===== src/hw/rtl/iobs_pkg.sv =====
// ----------------------------------------------------------------------------
// IMU offset bracket search package
// Shared constants, types and state codes for the offset calibrator.
// ----------------------------------------------------------------------------
`default_nettype none
package iobs_pkg;

    localparam int AXES         = 6;
    localparam int OFF_BITS     = 16;
    localparam int SAMPLE_BITS  = 16;
    localparam int SUM_BITS     = 32;
    localparam int CNT_BITS     = 16;
    localparam int CFG_IDX_BITS = 3;
    localparam int CFG_DATA_BITS = 16;
    localparam int Z_AXIS       = 2;

    localparam logic [15:0] FAST_RESET   = 16'd1000;
    localparam logic [15:0] SLOW_RESET   = 16'd10000;
    localparam logic [13:0] STEP_RESET   = 14'd1000;
    localparam logic [9:0]  NARROW_RESET = 10'd10;
    localparam logic [15:0] ZTGT_RESET   = 16'd16384;

    localparam logic [CFG_IDX_BITS-1:0] REG_FAST   = 3'd0;
    localparam logic [CFG_IDX_BITS-1:0] REG_SLOW   = 3'd1;
    localparam logic [CFG_IDX_BITS-1:0] REG_STEP   = 3'd2;
    localparam logic [CFG_IDX_BITS-1:0] REG_NARROW = 3'd3;
    localparam logic [CFG_IDX_BITS-1:0] REG_ZTGT   = 3'd4;

    localparam logic [1:0] PH_LOW   = 2'd0;
    localparam logic [1:0] PH_HIGH  = 2'd1;
    localparam logic [1:0] PH_CLOSE = 2'd2;
    localparam logic [1:0] PH_DONE  = 2'd3;

    typedef enum logic [2:0] {
        ST_IDLE,
        ST_DIV,
        ST_UPDATE,
        ST_CLOSE,
        ST_EMIT
    } state_t;

    // Commands from the controller to the datapath.
    typedef struct packed {
        logic start;
        logic accum;
        logic div_start;
        logic update;
        logic close;
        logic load_out;
    } cmd_t;

    // Status from the datapath to the controller.
    typedef struct packed {
        logic round_end;
        logic div_done;
        logic phase_done;
        logic emit_now;
    } sts_t;

endpackage
`default_nettype wire


===== src/hw/rtl/iobs_if.sv =====
// ----------------------------------------------------------------------------
// IMU offset bracket search channels
// Valid/ready channels for samples, results and configuration writes.
// ----------------------------------------------------------------------------
`default_nettype none
interface iobs_in_if #(parameter int SAMPLE_BITS = iobs_pkg::SAMPLE_BITS);
    logic valid;
    logic ready;
    logic kind;
    logic signed [SAMPLE_BITS-1:0] accel_x;
    logic signed [SAMPLE_BITS-1:0] accel_y;
    logic signed [SAMPLE_BITS-1:0] accel_z;
    logic signed [SAMPLE_BITS-1:0] gyro_x;
    logic signed [SAMPLE_BITS-1:0] gyro_y;
    logic signed [SAMPLE_BITS-1:0] gyro_z;
    modport source (output valid, kind, accel_x, accel_y, accel_z, gyro_x, gyro_y, gyro_z,
                    input ready);
    modport sink (input valid, kind, accel_x, accel_y, accel_z, gyro_x, gyro_y, gyro_z,
                  output ready);
endinterface

interface iobs_out_if;
    logic valid;
    logic ready;
    logic signed [15:0] apply_accel_x;
    logic signed [15:0] apply_accel_y;
    logic signed [15:0] apply_accel_z;
    logic signed [15:0] apply_gyro_x;
    logic signed [15:0] apply_gyro_y;
    logic signed [15:0] apply_gyro_z;
    logic [1:0] phase;
    logic finished;
    modport source (output valid, apply_accel_x, apply_accel_y, apply_accel_z,
                    apply_gyro_x, apply_gyro_y, apply_gyro_z, phase, finished,
                    input ready);
    modport sink (input valid, apply_accel_x, apply_accel_y, apply_accel_z,
                  apply_gyro_x, apply_gyro_y, apply_gyro_z, phase, finished,
                  output ready);
endinterface

interface iobs_cfg_if;
    logic valid;
    logic ready;
    logic [2:0] index;
    logic [15:0] data;
    modport source (output valid, index, data, input ready);
    modport sink (input valid, index, data, output ready);
endinterface
`default_nettype wire


===== src/hw/rtl/iobs_div.sv =====
// ----------------------------------------------------------------------------
// IMU offset bracket search divider
// Restoring divider, one quotient bit per cycle, truncating toward zero.
// ----------------------------------------------------------------------------
`default_nettype none
module iobs_div #(
    parameter int SUM_BITS = iobs_pkg::SUM_BITS
) (
    input  wire logic                       clk,
    input  wire logic                       rst_n,
    input  wire logic                       start,
    input  wire logic signed [SUM_BITS:0]   dividend,
    input  wire logic [15:0]                divisor,
    output logic                            done,
    output logic signed [SUM_BITS:0]        quotient
);
    localparam int W  = SUM_BITS + 1;
    localparam int CW = $clog2(W + 1);

    logic [W-1:0]  mag_reg, mag_next;
    logic [W-1:0]  quo_reg, quo_next;
    logic [16:0]   rem_reg, rem_next;
    logic [15:0]   dvs_reg, dvs_next;
    logic          neg_reg, neg_next;
    logic [CW-1:0] cnt_reg, cnt_next;
    logic          busy_reg, busy_next;
    logic          done_reg, done_next;
    logic [16:0]   trial;
    logic [16:0]   diff;

    always_comb
    begin
        mag_next  = mag_reg;
        quo_next  = quo_reg;
        rem_next  = rem_reg;
        dvs_next  = dvs_reg;
        neg_next  = neg_reg;
        cnt_next  = cnt_reg;
        busy_next = busy_reg;
        done_next = 1'b0;
        trial = {rem_reg[15:0], mag_reg[W-1]};
        diff  = trial - {1'b0, dvs_reg};
        if (start)
        begin
            neg_next  = dividend[W-1];
            mag_next  = dividend[W-1] ? W'(-dividend) : W'(dividend);
            dvs_next  = divisor;
            rem_next  = '0;
            quo_next  = '0;
            cnt_next  = CW'(W);
            busy_next = 1'b1;
        end
        else if (busy_reg)
        begin
            mag_next = {mag_reg[W-2:0], 1'b0};
            if (trial >= {1'b0, dvs_reg})
            begin
                rem_next = diff;
                quo_next = {quo_reg[W-2:0], 1'b1};
            end
            else
            begin
                rem_next = trial;
                quo_next = {quo_reg[W-2:0], 1'b0};
            end
            cnt_next = cnt_reg - 1'b1;
            if (cnt_reg == CW'(1))
            begin
                busy_next = 1'b0;
                done_next = 1'b1;
            end
        end
    end

    always_ff @(posedge clk or negedge rst_n)
    begin
        if (!rst_n)
        begin
            busy_reg <= 1'b0;
            done_reg <= 1'b0;
            cnt_reg  <= '0;
        end
        else
        begin
            busy_reg <= busy_next;
            done_reg <= done_next;
            cnt_reg  <= cnt_next;
        end
    end

    always_ff @(posedge clk)
    begin
        mag_reg <= mag_next;
        quo_reg <= quo_next;
        rem_reg <= rem_next;
        dvs_reg <= dvs_next;
        neg_reg <= neg_next;
    end

    assign done     = done_reg;
    assign quotient = neg_reg ? -$signed(quo_reg) : $signed(quo_reg);
endmodule
`default_nettype wire


===== src/hw/rtl/iobs_datapath.sv =====
// ----------------------------------------------------------------------------
// IMU offset bracket search datapath
// Axis sums, brackets, trial offsets, per-axis averaging and result register.
// ----------------------------------------------------------------------------
`default_nettype none
module iobs_datapath #(
    parameter int SAMPLE_BITS = iobs_pkg::SAMPLE_BITS,
    parameter int SUM_BITS    = iobs_pkg::SUM_BITS
) (
    input  wire logic              clk,
    input  wire logic              rst_n,
    input  wire iobs_pkg::cmd_t    cmd,
    output iobs_pkg::sts_t         sts,
    input  wire logic signed [SAMPLE_BITS-1:0] samp [iobs_pkg::AXES],
    input  wire logic [15:0]       fast_samples,
    input  wire logic [15:0]       slow_samples,
    input  wire logic [13:0]       expand_step,
    input  wire logic [9:0]        narrow_width,
    input  wire logic signed [15:0] z_accel_target,
    output logic signed [15:0]     res_off [iobs_pkg::AXES],
    output logic [1:0]             res_phase,
    output logic                   res_fin
);
    localparam int AXES = iobs_pkg::AXES;
    localparam int AW   = $clog2(AXES);

    logic signed [SUM_BITS-1:0] sum_reg [AXES];
    logic [15:0]        cnt_reg;
    logic signed [15:0] lo_reg [AXES];
    logic signed [15:0] hi_reg [AXES];
    logic signed [15:0] tr_reg [AXES];
    logic signed [SUM_BITS:0] avg_reg [AXES];
    logic [1:0]         phase_reg;
    logic               slow_reg;
    logic               narrow_reg;
    logic               done_reg;
    logic [AW-1:0]      ax_reg;
    logic               div_kick_reg;

    logic [15:0] n_eff;
    logic [15:0] cnt_inc;
    logic        div_done;
    logic signed [SUM_BITS:0] quo;
    logic signed [SUM_BITS:0] dividend;

    assign n_eff   = ((slow_reg ? slow_samples : fast_samples) == 16'd0) ? 16'd1
                   : (slow_reg ? slow_samples : fast_samples);
    assign cnt_inc = cnt_reg + 16'd1;
    assign dividend = (SUM_BITS+1)'(sum_reg[ax_reg]) + (SUM_BITS+1)'({1'b0, n_eff[15:1]});

    // Each division starts in the cycle after its trigger, so the first one sees
    // the sums that include the sample closing the round.
    iobs_div #(.SUM_BITS(SUM_BITS)) u_div (
        .clk      (clk),
        .rst_n    (rst_n),
        .start    (div_kick_reg),
        .dividend (dividend),
        .divisor  (n_eff),
        .done     (div_done),
        .quotient (quo)
    );

    // Combinational view of the end-of-round bracket updates.
    logic signed [17:0] tgt [AXES];
    logic signed [15:0] lo_upd [AXES];
    logic signed [15:0] hi_upd [AXES];
    logic               narrow_upd;
    logic               again;
    logic signed [17:0] stepped;
    logic signed [15:0] cl_tr [AXES];
    logic               working;
    logic               slow_cl;
    logic               narrow_cl;
    logic signed [17:0] lsum;

    function automatic logic signed [15:0] sat16(input logic signed [17:0] v);
        if (v < -18'sd32768) return -16'sd32768;
        else if (v > 18'sd32767) return 16'sd32767;
        else return v[15:0];
    endfunction

    always_comb
    begin
        narrow_upd = narrow_reg;
        again      = narrow_reg;
        stepped    = '0;
        for (int i = 0; i < AXES; i++)
        begin
            tgt[i]    = (i == iobs_pkg::Z_AXIS) ? 18'(z_accel_target) : 18'sd0;
            lo_upd[i] = lo_reg[i];
            hi_upd[i] = hi_reg[i];
        end
        if (phase_reg == iobs_pkg::PH_LOW)
            narrow_upd = 1'b0;
        for (int i = 0; i < AXES; i++)
        begin
            if (phase_reg == iobs_pkg::PH_LOW)
            begin
                if (avg_reg[i] >= (SUM_BITS+1)'(tgt[i]))
                begin
                    narrow_upd = 1'b1;
                    stepped    = 18'(lo_reg[i]) - 18'($signed({1'b0, expand_step}));
                    lo_upd[i]  = sat16(stepped);
                end
            end
            else if (phase_reg == iobs_pkg::PH_HIGH)
            begin
                if (avg_reg[i] <= (SUM_BITS+1)'(tgt[i]))
                begin
                    again     = 1'b1;
                    stepped   = 18'(hi_reg[i]) + 18'($signed({1'b0, expand_step}));
                    hi_upd[i] = sat16(stepped);
                end
            end
            else
            begin
                if (avg_reg[i] > (SUM_BITS+1)'(tgt[i]))
                    hi_upd[i] = tr_reg[i];
                else
                    lo_upd[i] = tr_reg[i];
            end
        end
    end

    // Closing step on the registered brackets.
    always_comb
    begin
        working   = 1'b0;
        lsum      = '0;
        if (narrow_reg && !slow_reg)
        begin
            slow_cl   = 1'b1;
            narrow_cl = narrow_reg;
        end
        else
        begin
            slow_cl   = slow_reg;
            narrow_cl = 1'b1;
        end
        for (int i = 0; i < AXES; i++)
        begin
            if (18'(hi_reg[i]) <= 18'(lo_reg[i]) + 18'sd1)
                cl_tr[i] = lo_reg[i];
            else
            begin
                working  = 1'b1;
                lsum     = 18'(lo_reg[i]) + 18'(hi_reg[i]);
                // Truncating halving of a signed sum.
                cl_tr[i] = 16'((lsum + 18'(lsum[17])) >>> 1);
                if (18'(hi_reg[i]) > 18'(lo_reg[i]) + 18'($signed({1'b0, narrow_width})))
                    narrow_cl = 1'b0;
            end
        end
    end

    always_ff @(posedge clk or negedge rst_n)
    begin
        if (!rst_n)
        begin
            cnt_reg      <= '0;
            phase_reg    <= iobs_pkg::PH_DONE;
            slow_reg     <= 1'b0;
            narrow_reg   <= 1'b0;
            done_reg     <= 1'b0;
            ax_reg       <= '0;
            div_kick_reg <= 1'b0;
            for (int i = 0; i < AXES; i++)
            begin
                sum_reg[i] <= '0;
                lo_reg[i]  <= '0;
                hi_reg[i]  <= '0;
                tr_reg[i]  <= '0;
                avg_reg[i] <= '0;
            end
        end
        else
        begin
            done_reg     <= 1'b0;
            div_kick_reg <= cmd.div_start || (div_done && (ax_reg != AW'(AXES - 1)));
            if (cmd.start)
            begin
                cnt_reg    <= '0;
                phase_reg  <= iobs_pkg::PH_LOW;
                slow_reg   <= 1'b0;
                narrow_reg <= 1'b0;
                for (int i = 0; i < AXES; i++)
                begin
                    sum_reg[i] <= '0;
                    lo_reg[i]  <= '0;
                    hi_reg[i]  <= '0;
                    tr_reg[i]  <= '0;
                end
            end
            else if (cmd.accum)
            begin
                cnt_reg <= cnt_inc;
                ax_reg  <= '0;
                for (int i = 0; i < AXES; i++)
                    sum_reg[i] <= sum_reg[i] + SUM_BITS'(samp[i]);
            end
            if (div_done)
            begin
                avg_reg[ax_reg] <= quo;
                if (ax_reg == AW'(AXES - 1))
                begin
                    done_reg <= 1'b1;
                    ax_reg   <= '0;
                end
                else
                    ax_reg <= ax_reg + 1'b1;
            end
            if (cmd.update)
            begin
                cnt_reg <= '0;
                for (int i = 0; i < AXES; i++)
                begin
                    sum_reg[i] <= '0;
                    lo_reg[i]  <= lo_upd[i];
                    hi_reg[i]  <= hi_upd[i];
                end
                if (phase_reg == iobs_pkg::PH_LOW)
                begin
                    narrow_reg <= narrow_upd;
                    phase_reg  <= iobs_pkg::PH_HIGH;
                    for (int i = 0; i < AXES; i++)
                        tr_reg[i] <= hi_reg[i];
                end
                else if (phase_reg == iobs_pkg::PH_HIGH)
                begin
                    if (again)
                    begin
                        phase_reg <= iobs_pkg::PH_LOW;
                        for (int i = 0; i < AXES; i++)
                            tr_reg[i] <= lo_upd[i];
                    end
                    else
                    begin
                        narrow_reg <= 1'b0;
                        phase_reg  <= iobs_pkg::PH_CLOSE;
                    end
                end
            end
            if (cmd.close)
            begin
                slow_reg   <= slow_cl;
                narrow_reg <= narrow_cl;
                phase_reg  <= working ? iobs_pkg::PH_CLOSE : iobs_pkg::PH_DONE;
                for (int i = 0; i < AXES; i++)
                    tr_reg[i] <= cl_tr[i];
            end
        end
    end

    // Result register: loaded once per emitted result.
    always_ff @(posedge clk)
    begin
        if (cmd.load_out)
        begin
            res_phase <= phase_reg;
            res_fin   <= (phase_reg == iobs_pkg::PH_DONE);
            for (int i = 0; i < AXES; i++)
                res_off[i] <= (phase_reg == iobs_pkg::PH_DONE) ? lo_reg[i] : tr_reg[i];
        end
    end

    assign sts.round_end  = (cnt_inc >= n_eff);
    assign sts.div_done   = done_reg;
    assign sts.phase_done = (phase_reg == iobs_pkg::PH_DONE);
    assign sts.emit_now   = (phase_reg != iobs_pkg::PH_CLOSE);
endmodule
`default_nettype wire


===== src/hw/rtl/iobs_ctrl.sv =====
// ----------------------------------------------------------------------------
// IMU offset bracket search controller
// Sequences accumulation, averaging, bracket update and result hand-off.
// ----------------------------------------------------------------------------
`default_nettype none
module iobs_ctrl (
    input  wire logic            clk,
    input  wire logic            rst_n,
    input  wire logic            in_valid,
    input  wire logic            in_kind,
    output logic                 in_ready,
    input  wire logic            out_busy,
    output logic                 out_set,
    output iobs_pkg::cmd_t       cmd,
    input  wire iobs_pkg::sts_t  sts
);
    iobs_pkg::state_t state_reg, state_next;
    logic take;

    assign take = in_valid && in_ready;

    always_comb
    begin
        state_next = state_reg;
        case (state_reg)
            iobs_pkg::ST_IDLE:
            begin
                if (take)
                begin
                    if (!in_kind)
                        state_next = iobs_pkg::ST_EMIT;
                    else if (!sts.phase_done && sts.round_end)
                        state_next = iobs_pkg::ST_DIV;
                end
            end
            iobs_pkg::ST_DIV:
                if (sts.div_done)
                    state_next = iobs_pkg::ST_UPDATE;
            iobs_pkg::ST_UPDATE:
                state_next = iobs_pkg::ST_CLOSE;
            iobs_pkg::ST_CLOSE:
                state_next = iobs_pkg::ST_EMIT;
            iobs_pkg::ST_EMIT:
                if (!out_busy)
                    state_next = iobs_pkg::ST_IDLE;
            default:
                state_next = iobs_pkg::ST_IDLE;
        endcase
    end

    always_comb
    begin
        cmd      = '0;
        out_set  = 1'b0;
        in_ready = 1'b0;
        case (state_reg)
            iobs_pkg::ST_IDLE:
            begin
                in_ready      = 1'b1;
                cmd.start     = take && !in_kind;
                cmd.accum     = take && in_kind && !sts.phase_done;
                cmd.div_start = take && in_kind && !sts.phase_done && sts.round_end;
            end
            iobs_pkg::ST_DIV:
                if (sts.div_done)
                    cmd.update = 1'b1;
            iobs_pkg::ST_UPDATE:
                cmd.close = !sts.emit_now;
            iobs_pkg::ST_CLOSE:
                ;
            iobs_pkg::ST_EMIT:
            begin
                cmd.load_out = !out_busy;
                out_set      = !out_busy;
            end
            default:
                ;
        endcase
    end

    always_ff @(posedge clk or negedge rst_n)
    begin
        if (!rst_n)
            state_reg <= iobs_pkg::ST_IDLE;
        else
            state_reg <= state_next;
    end
endmodule
`default_nettype wire


===== src/hw/rtl/imu_offset_bracket_search_top.sv =====
// ----------------------------------------------------------------------------
// IMU offset bracket search top level
// Six-axis offset calibrator with bracket expansion and bisection.
// ----------------------------------------------------------------------------
// A sample is accepted while the controller is idle; the sample that closes
// a round starts six averaging divisions in turn on one shared bit-serial
// divider and then the bracket update, after which the next offsets are
// loaded into the output register. A start request loads the zero offsets.
// The result sits in an output register, and the block takes further samples
// while it waits there; a new result waits to be loaded until the previous
// one is taken.
`default_nettype none
module imu_offset_bracket_search_top #(
    parameter int SAMPLE_BITS = iobs_pkg::SAMPLE_BITS,
    parameter int SUM_BITS    = iobs_pkg::SUM_BITS
) (
    input  wire logic  clk,
    input  wire logic  rst_n,
    iobs_in_if.sink    in_ch,
    iobs_out_if.source out_ch,
    iobs_cfg_if.sink   cfg
);
    localparam int AXES = iobs_pkg::AXES;

    logic [15:0] fast_reg, slow_reg;
    logic [13:0] step_reg;
    logic [9:0]  narrow_reg;
    logic signed [15:0] ztgt_reg;

    assign cfg.ready = 1'b1;

    always_ff @(posedge clk or negedge rst_n)
    begin
        if (!rst_n)
        begin
            fast_reg   <= iobs_pkg::FAST_RESET;
            slow_reg   <= iobs_pkg::SLOW_RESET;
            step_reg   <= iobs_pkg::STEP_RESET;
            narrow_reg <= iobs_pkg::NARROW_RESET;
            ztgt_reg   <= iobs_pkg::ZTGT_RESET;
        end
        else if (cfg.valid)
        begin
            case (cfg.index)
                iobs_pkg::REG_FAST:   fast_reg   <= cfg.data;
                iobs_pkg::REG_SLOW:   slow_reg   <= cfg.data;
                iobs_pkg::REG_STEP:   step_reg   <= cfg.data[13:0];
                iobs_pkg::REG_NARROW: narrow_reg <= cfg.data[9:0];
                iobs_pkg::REG_ZTGT:   ztgt_reg   <= cfg.data;
                default: ;
            endcase
        end
    end

    iobs_pkg::cmd_t cmd;
    iobs_pkg::sts_t sts;
    logic out_valid_reg;
    logic out_set;
    logic signed [SAMPLE_BITS-1:0] samp [AXES];
    logic signed [15:0] res_off [AXES];

    assign samp[0] = in_ch.accel_x;
    assign samp[1] = in_ch.accel_y;
    assign samp[2] = in_ch.accel_z;
    assign samp[3] = in_ch.gyro_x;
    assign samp[4] = in_ch.gyro_y;
    assign samp[5] = in_ch.gyro_z;

    iobs_ctrl u_ctrl (
        .clk      (clk),
        .rst_n    (rst_n),
        .in_valid (in_ch.valid),
        .in_kind  (in_ch.kind),
        .in_ready (in_ch.ready),
        .out_busy (out_valid_reg && !out_ch.ready),
        .out_set  (out_set),
        .cmd      (cmd),
        .sts      (sts)
    );

    iobs_datapath #(.SAMPLE_BITS(SAMPLE_BITS), .SUM_BITS(SUM_BITS)) u_dp (
        .clk            (clk),
        .rst_n          (rst_n),
        .cmd            (cmd),
        .sts            (sts),
        .samp           (samp),
        .fast_samples   (fast_reg),
        .slow_samples   (slow_reg),
        .expand_step    (step_reg),
        .narrow_width   (narrow_reg),
        .z_accel_target (ztgt_reg),
        .res_off        (res_off),
        .res_phase      (out_ch.phase),
        .res_fin        (out_ch.finished)
    );

    always_ff @(posedge clk or negedge rst_n)
    begin
        if (!rst_n)
            out_valid_reg <= 1'b0;
        else if (out_set)
            out_valid_reg <= 1'b1;
        else if (out_ch.ready)
            out_valid_reg <= 1'b0;
    end

    assign out_ch.valid         = out_valid_reg;
    assign out_ch.apply_accel_x = res_off[0];
    assign out_ch.apply_accel_y = res_off[1];
    assign out_ch.apply_accel_z = res_off[2];
    assign out_ch.apply_gyro_x  = res_off[3];
    assign out_ch.apply_gyro_y  = res_off[4];
    assign out_ch.apply_gyro_z  = res_off[5];
endmodule
`default_nettype wire


===== src/flat_wrapper.sv =====
// flat-port wrapper written by rule: the top's interface ports become plain ports
module imu_offset_bracket_search_top_flat 
#(
    parameter int SAMPLE_BITS = iobs_pkg::SAMPLE_BITS,
    parameter int SUM_BITS    = iobs_pkg::SUM_BITS
)
  (clk, rst_n, in_ch_valid, in_ch_kind, in_ch_accel_x, in_ch_accel_y, in_ch_accel_z, in_ch_gyro_x, in_ch_gyro_y, in_ch_gyro_z, in_ch_ready, out_ch_valid, out_ch_apply_accel_x, out_ch_apply_accel_y, out_ch_apply_accel_z, out_ch_apply_gyro_x, out_ch_apply_gyro_y, out_ch_apply_gyro_z, out_ch_phase, out_ch_finished, out_ch_ready, cfg_valid, cfg_index, cfg_data, cfg_ready);
  iobs_in_if #(.SAMPLE_BITS(SAMPLE_BITS)) in_ch_i ();
  iobs_out_if out_ch_i ();
  iobs_cfg_if cfg_i ();
  input  wire logic clk;
  input  wire logic rst_n;
  input wire logic [$bits(in_ch_i.valid)-1:0] in_ch_valid;
  input wire logic [$bits(in_ch_i.kind)-1:0] in_ch_kind;
  input wire logic [$bits(in_ch_i.accel_x)-1:0] in_ch_accel_x;
  input wire logic [$bits(in_ch_i.accel_y)-1:0] in_ch_accel_y;
  input wire logic [$bits(in_ch_i.accel_z)-1:0] in_ch_accel_z;
  input wire logic [$bits(in_ch_i.gyro_x)-1:0] in_ch_gyro_x;
  input wire logic [$bits(in_ch_i.gyro_y)-1:0] in_ch_gyro_y;
  input wire logic [$bits(in_ch_i.gyro_z)-1:0] in_ch_gyro_z;
  output wire logic [$bits(in_ch_i.ready)-1:0] in_ch_ready;
  output wire logic [$bits(out_ch_i.valid)-1:0] out_ch_valid;
  output wire logic [$bits(out_ch_i.apply_accel_x)-1:0] out_ch_apply_accel_x;
  output wire logic [$bits(out_ch_i.apply_accel_y)-1:0] out_ch_apply_accel_y;
  output wire logic [$bits(out_ch_i.apply_accel_z)-1:0] out_ch_apply_accel_z;
  output wire logic [$bits(out_ch_i.apply_gyro_x)-1:0] out_ch_apply_gyro_x;
  output wire logic [$bits(out_ch_i.apply_gyro_y)-1:0] out_ch_apply_gyro_y;
  output wire logic [$bits(out_ch_i.apply_gyro_z)-1:0] out_ch_apply_gyro_z;
  output wire logic [$bits(out_ch_i.phase)-1:0] out_ch_phase;
  output wire logic [$bits(out_ch_i.finished)-1:0] out_ch_finished;
  input wire logic [$bits(out_ch_i.ready)-1:0] out_ch_ready;
  input wire logic [$bits(cfg_i.valid)-1:0] cfg_valid;
  input wire logic [$bits(cfg_i.index)-1:0] cfg_index;
  input wire logic [$bits(cfg_i.data)-1:0] cfg_data;
  output wire logic [$bits(cfg_i.ready)-1:0] cfg_ready;
  assign in_ch_i.valid = in_ch_valid;
  assign in_ch_i.kind = in_ch_kind;
  assign in_ch_i.accel_x = in_ch_accel_x;
  assign in_ch_i.accel_y = in_ch_accel_y;
  assign in_ch_i.accel_z = in_ch_accel_z;
  assign in_ch_i.gyro_x = in_ch_gyro_x;
  assign in_ch_i.gyro_y = in_ch_gyro_y;
  assign in_ch_i.gyro_z = in_ch_gyro_z;
  assign in_ch_ready = in_ch_i.ready;
  assign out_ch_valid = out_ch_i.valid;
  assign out_ch_apply_accel_x = out_ch_i.apply_accel_x;
  assign out_ch_apply_accel_y = out_ch_i.apply_accel_y;
  assign out_ch_apply_accel_z = out_ch_i.apply_accel_z;
  assign out_ch_apply_gyro_x = out_ch_i.apply_gyro_x;
  assign out_ch_apply_gyro_y = out_ch_i.apply_gyro_y;
  assign out_ch_apply_gyro_z = out_ch_i.apply_gyro_z;
  assign out_ch_phase = out_ch_i.phase;
  assign out_ch_finished = out_ch_i.finished;
  assign out_ch_i.ready = out_ch_ready;
  assign cfg_i.valid = cfg_valid;
  assign cfg_i.index = cfg_index;
  assign cfg_i.data = cfg_data;
  assign cfg_ready = cfg_i.ready;
  imu_offset_bracket_search_top #(.SAMPLE_BITS(SAMPLE_BITS), .SUM_BITS(SUM_BITS)) u_core (.clk(clk), .rst_n(rst_n), .in_ch(in_ch_i), .out_ch(out_ch_i), .cfg(cfg_i));
endmodule

===== config.mk =====
export PLATFORM = sky130hd
export DESIGN_NAME = imu_offset_bracket_search_top_flat
export DESIGN_NICKNAME = d
export VERILOG_FILES = /design/src/hw/rtl/iobs_pkg.sv /design/src/hw/rtl/iobs_if.sv /design/src/hw/rtl/iobs_div.sv /design/src/hw/rtl/iobs_datapath.sv /design/src/hw/rtl/iobs_ctrl.sv /design/src/hw/rtl/imu_offset_bracket_search_top.sv /design/src/flat_wrapper.sv
export SDC_FILE = /design/constraint.sdc
export NUM_CORES = 2
export LEC_CHECK = 0
export BUFFER_PORTS_ARGS = -buffer_cell sky130_fd_sc_hd__buf_2
export CAP_MARGIN = 10
export CORE_ASPECT_RATIO = 0.5
export CORE_MARGIN = 2
export CORE_UTILIZATION = 40
export CTS_BUF_LIST = sky130_fd_sc_hd__clkbuf_8
export CTS_CLUSTER_DIAMETER = 80
export DETAILED_ROUTE_END_ITERATION = 8
export PLACE_DENSITY = 0.59
export SLEW_MARGIN = 15
export SYNTH_ARGS = -nofsm -noshare
export SYNTH_HDL_FRONTEND = slang
export SYNTH_SLANG_ARGS = --single-unit

===== constraint.sdc =====
create_clock -name clk -period 7.3 [get_ports clk]
set_input_delay 1.095 -clock clk [delete_from_list [all_inputs] [get_ports clk]]
set_output_delay 1.095 -clock clk [all_outputs]
set_load 0.01 [all_outputs]

==> flow_metrics.py <==
metrics = {
    "run": {
        "drv_cap": 0,
    },
    "worst_setup_path": {
        "required_ns": 7.98,
        "critPathLaunch": "u_core.u_dp.ax_reg[2]$_DFFE_PN0P_",
        "crit_type": "reg2reg",
        "crit_fanout": 25,
        "rr_worst_depth": 16,
        "r2r_start": "u_core.u_dp.ax_reg[2]$_DFFE_PN0P_",
        "cp.arrival_ns": 6.34,
        "endpoint_kind": "register",
        "critPathLaunchType": "register",
    },
    "yosys": {
        "yosysWarnings": 0,
        "synth_nets": 10500,
        "ys_ff_latch": 985,
        "ys_top_cells_by_area": "dfrtp_1, ha_1, o21ai_0",
        "synth_top_cell_by_area": "dfrtp_1",
        "async_flop_share_pct": 79.9,
        "syn_area_um2": 81000,
        "ys_seq_area_share_pct": 31.1,
        "synth_top_area_share_pct": 23.6,
        "synth_edf_count": 149,
        "synthCells": 9486,
        "ys.flop_type": "dfrtp_1",
        "syn_avg_cell_area_um2": 8.54,
        "ys_types": 101,
    },
    "pwr": {
        "pwr-share-comb_pct": 45.4,
        "power_mw": 24.2,
        "swShare_pct": 43.2,
        "ir_drop_uv": 209,
        "p_switching_mw": 10.5,
        "seqPwrFrac_pct": 32.3,
        "cell_internal_pwr_mw": 13.7,
        "power.leakage_nw": 40.1,
        "p_clk_share_pct": 22.3,
        "power_density_nw_per_um2": 274,
    },
    "sta": {
        "setup_violations": 0,
        "fin_crit_sh_pct": 77.7,
        "final-hold-violation-count": 0,
        "setup_ws_ns": 1.63,
        "max_freq_mhz": 176,
        "period_needed_ns": 5.67,
        "rsz0062_at_grt": "no",
        "slew_viol_final": 0,
        "holdWs_ns": 0.124,
        "tns_ns": 0,
        "slew_headroom_pct": 6.32,
        "worst_slew_pin_slew_ns": 1.39,
        "finClkSkew_ns": 0.0706,
    },
    "layout": {
        "nNetsFinal": 10500,
        "final_area_um2": 88400,
        "largest_reg_flops": 198,
        "syn_to_final_growth_pct": 9.18,
        "layout-drive-gt1-share_pct": 9.20,
        "post-route-util_pct": 44.1,
        "fin_cells": 12400,
    },
    "global_route": {
        "track_usage_pct": 27.8,
        "antenna_found_initial": 17,
        "grt_remaining_overflow": 0,
        "grt_pass1_wl_um": 442000,
        "grt_max_degree": 171,
        "grt_pass1_vias": 70600,
    },
    "place": {
        "routabilityCongestion": 0.979,
        "hpwl_um": 210000,
        "pre_cts_ws_ns": 1.67,
        "port_buffers": 221,
        "dpl_cell_area_um2": 85000,
        "place_inst": 12100,
    },
    "detailed_routing": {
        "drtIter0Drc": 7151,
        "firstDrtPassIters": 9,
        "drc": 0,
        "vias": 74300,
        "ant_nets": 0,
        "post_drt_wl_per_cell_um": 23.7,
        "drt-total-wl_um": 294000,
        "routed_via_density": 5.99,
    },
    "clock_tree": {
        "ctsResizeCount": 0,
        "cts_hold_buf": 0,
        "cts-root-buf": "clkbuf_8",
        "cts_tree": "yes",
        "ctsLongestPathBuffers": 4,
        "cts_num_sinks": 985,
        "htree_levels": 4,
        "cts_buffers": 174,
        "clkTransAtPathRegs_ns": 0.07,
        "post_cts_buffers": 0,
        "clk_latency_ns": 0.94,
    },
    "die": {
        "core-area_um2": 201000,
        "ios": 223,
        "die_area_um2": 206000,
        "start_util_pct": 40.4,
        "die-height_um": 322,
        "die_w_um": 640,
        "rows": 116,
    },
    "run_status": {
        "status": "complete, no violations",
    },
    "hold_path": {
        "hold_class": "in2async",
    },
}
==> power groups by stage <==
stage               Clock [mW]  Combinational, mW  Sequential [mW]
floorplan                    0               7.94             7.41
global placement             0               10.7             7.87
detailed placement           0               10.8             7.87
CTS                       5.50               10.9             7.78
global route              5.76               12.1             7.93
finish                    5.40               11.0             7.81
==> synthesized netlist by cell type (128+ instances only) <==
cell and n:
a21oi_1 704, mux2_2 129, xnor2_1 397, xor2_1 339, nor2_1 664, nand3_1 300, a21o_1 279, nand2_1 1045
dfrtp_1 765, inv_1 316, ha_1 811, o21ai_0 957, nand4_1 128, edfxtp_1 149, clkbuf_1 398, nor3_1 130
mux2i_1 195
==> path summary, 6_finish.rpt <==
path	to	slack (ns)
worst max-delay path	u_core.u_dp.u_div.mag_reg[29]$_DFFE_PP_	1.63
worst min-delay path	u_core.u_dp.sum_reg[119]$_DFFE_PN0P_	0.12
worst max register to register	u_core.u_dp.u_div.mag_reg[29]$_DFFE_PP_	1.63
worst min register to register	u_core.u_dp.u_div.rem_reg[15]$_SDFFE_PP0P_	0.48
max in group asynchronous	u_core.u_dp.avg_reg[73]$_DFFE_PN0P_	5.32
min in group clk	u_core.ztgt_reg[14]$_DFFE_PN1P_	0.45
==> critical path, stage by stage, from the launching register on <==
cell	delay [ns]
dfrtp_1	0.78
nand2b_1	0.70
o21ai_0	0.37
ha_1	0.23
inv_1	0.07
fa_1	0.42
nor2b_1	0.19
o21ai_0	0.16
a21o_1	0.25
nand4_1	0.11
nand4_1	0.18
or4_4	0.59
or4_4	0.57
nor4_4	0.25
a31oi_1	0.15
xnor2_1	0.14
mux2_2	0.26
==> cell usage in the layout (no fill, tap or decap), drive strengths merged, types with 35 or more instances in the layout <==
cell	count
nand2	1045
o21ai	964
ha	811
dfrtp	765
a21oi	704
nor2	664
xnor2	397
inv	366
buf	347
xor2	339
nand3	300
a21o	279
clkbuf	207
mux2i	195
edfxtp	149
nor3	130
mux2	129
nand4	128
nor2b	106
a211oi	101
o211ai	88
o21bai	88
o21a	87
nand2b	86
and3	86
nor4	84
o31ai	69
a31oi	67
a22oi	54
o221ai	52
dfxtp	49
o22ai	48
a221oi	47
a22o	46
and2	46
or3	41
clkinv	41
or2	35
==> routing by layer <==
layer,global-route usage [%],vias to the layer above,share of wire [%]
met2,43.9,2949,44
met5,0,-,0.049
li1,-,34800,-
met1,36.6,35800,42
met4,13.4,20,5.4
met3,5.54,744,8.4
==> cell type report <==
type / instances / area, um2
Tap cell: 2714 / 3400
Sequential cell: 985 / 25200
Antenna cell: 3 / 7.51
Fill cell: 20000 / 112000
Multi-Input combinational cell: 7721 / 53100
Inverter: 316 / 1190
Clock inverter: 100 / 568
Clock buffer: 207 / 2850
Timing Repair Buffer: 347 / 2150
==> cells by family after synthesis <==
group           synth area share, %
buf+inv                        3.67
flops                          31.1
other cells                 0.00463
compound gates                 22.8
xor+xnor                       7.96
fa+ha+maj                      13.3
mux                            4.76
simple gates                   16.4
Power figures use the tool's default switching activity.
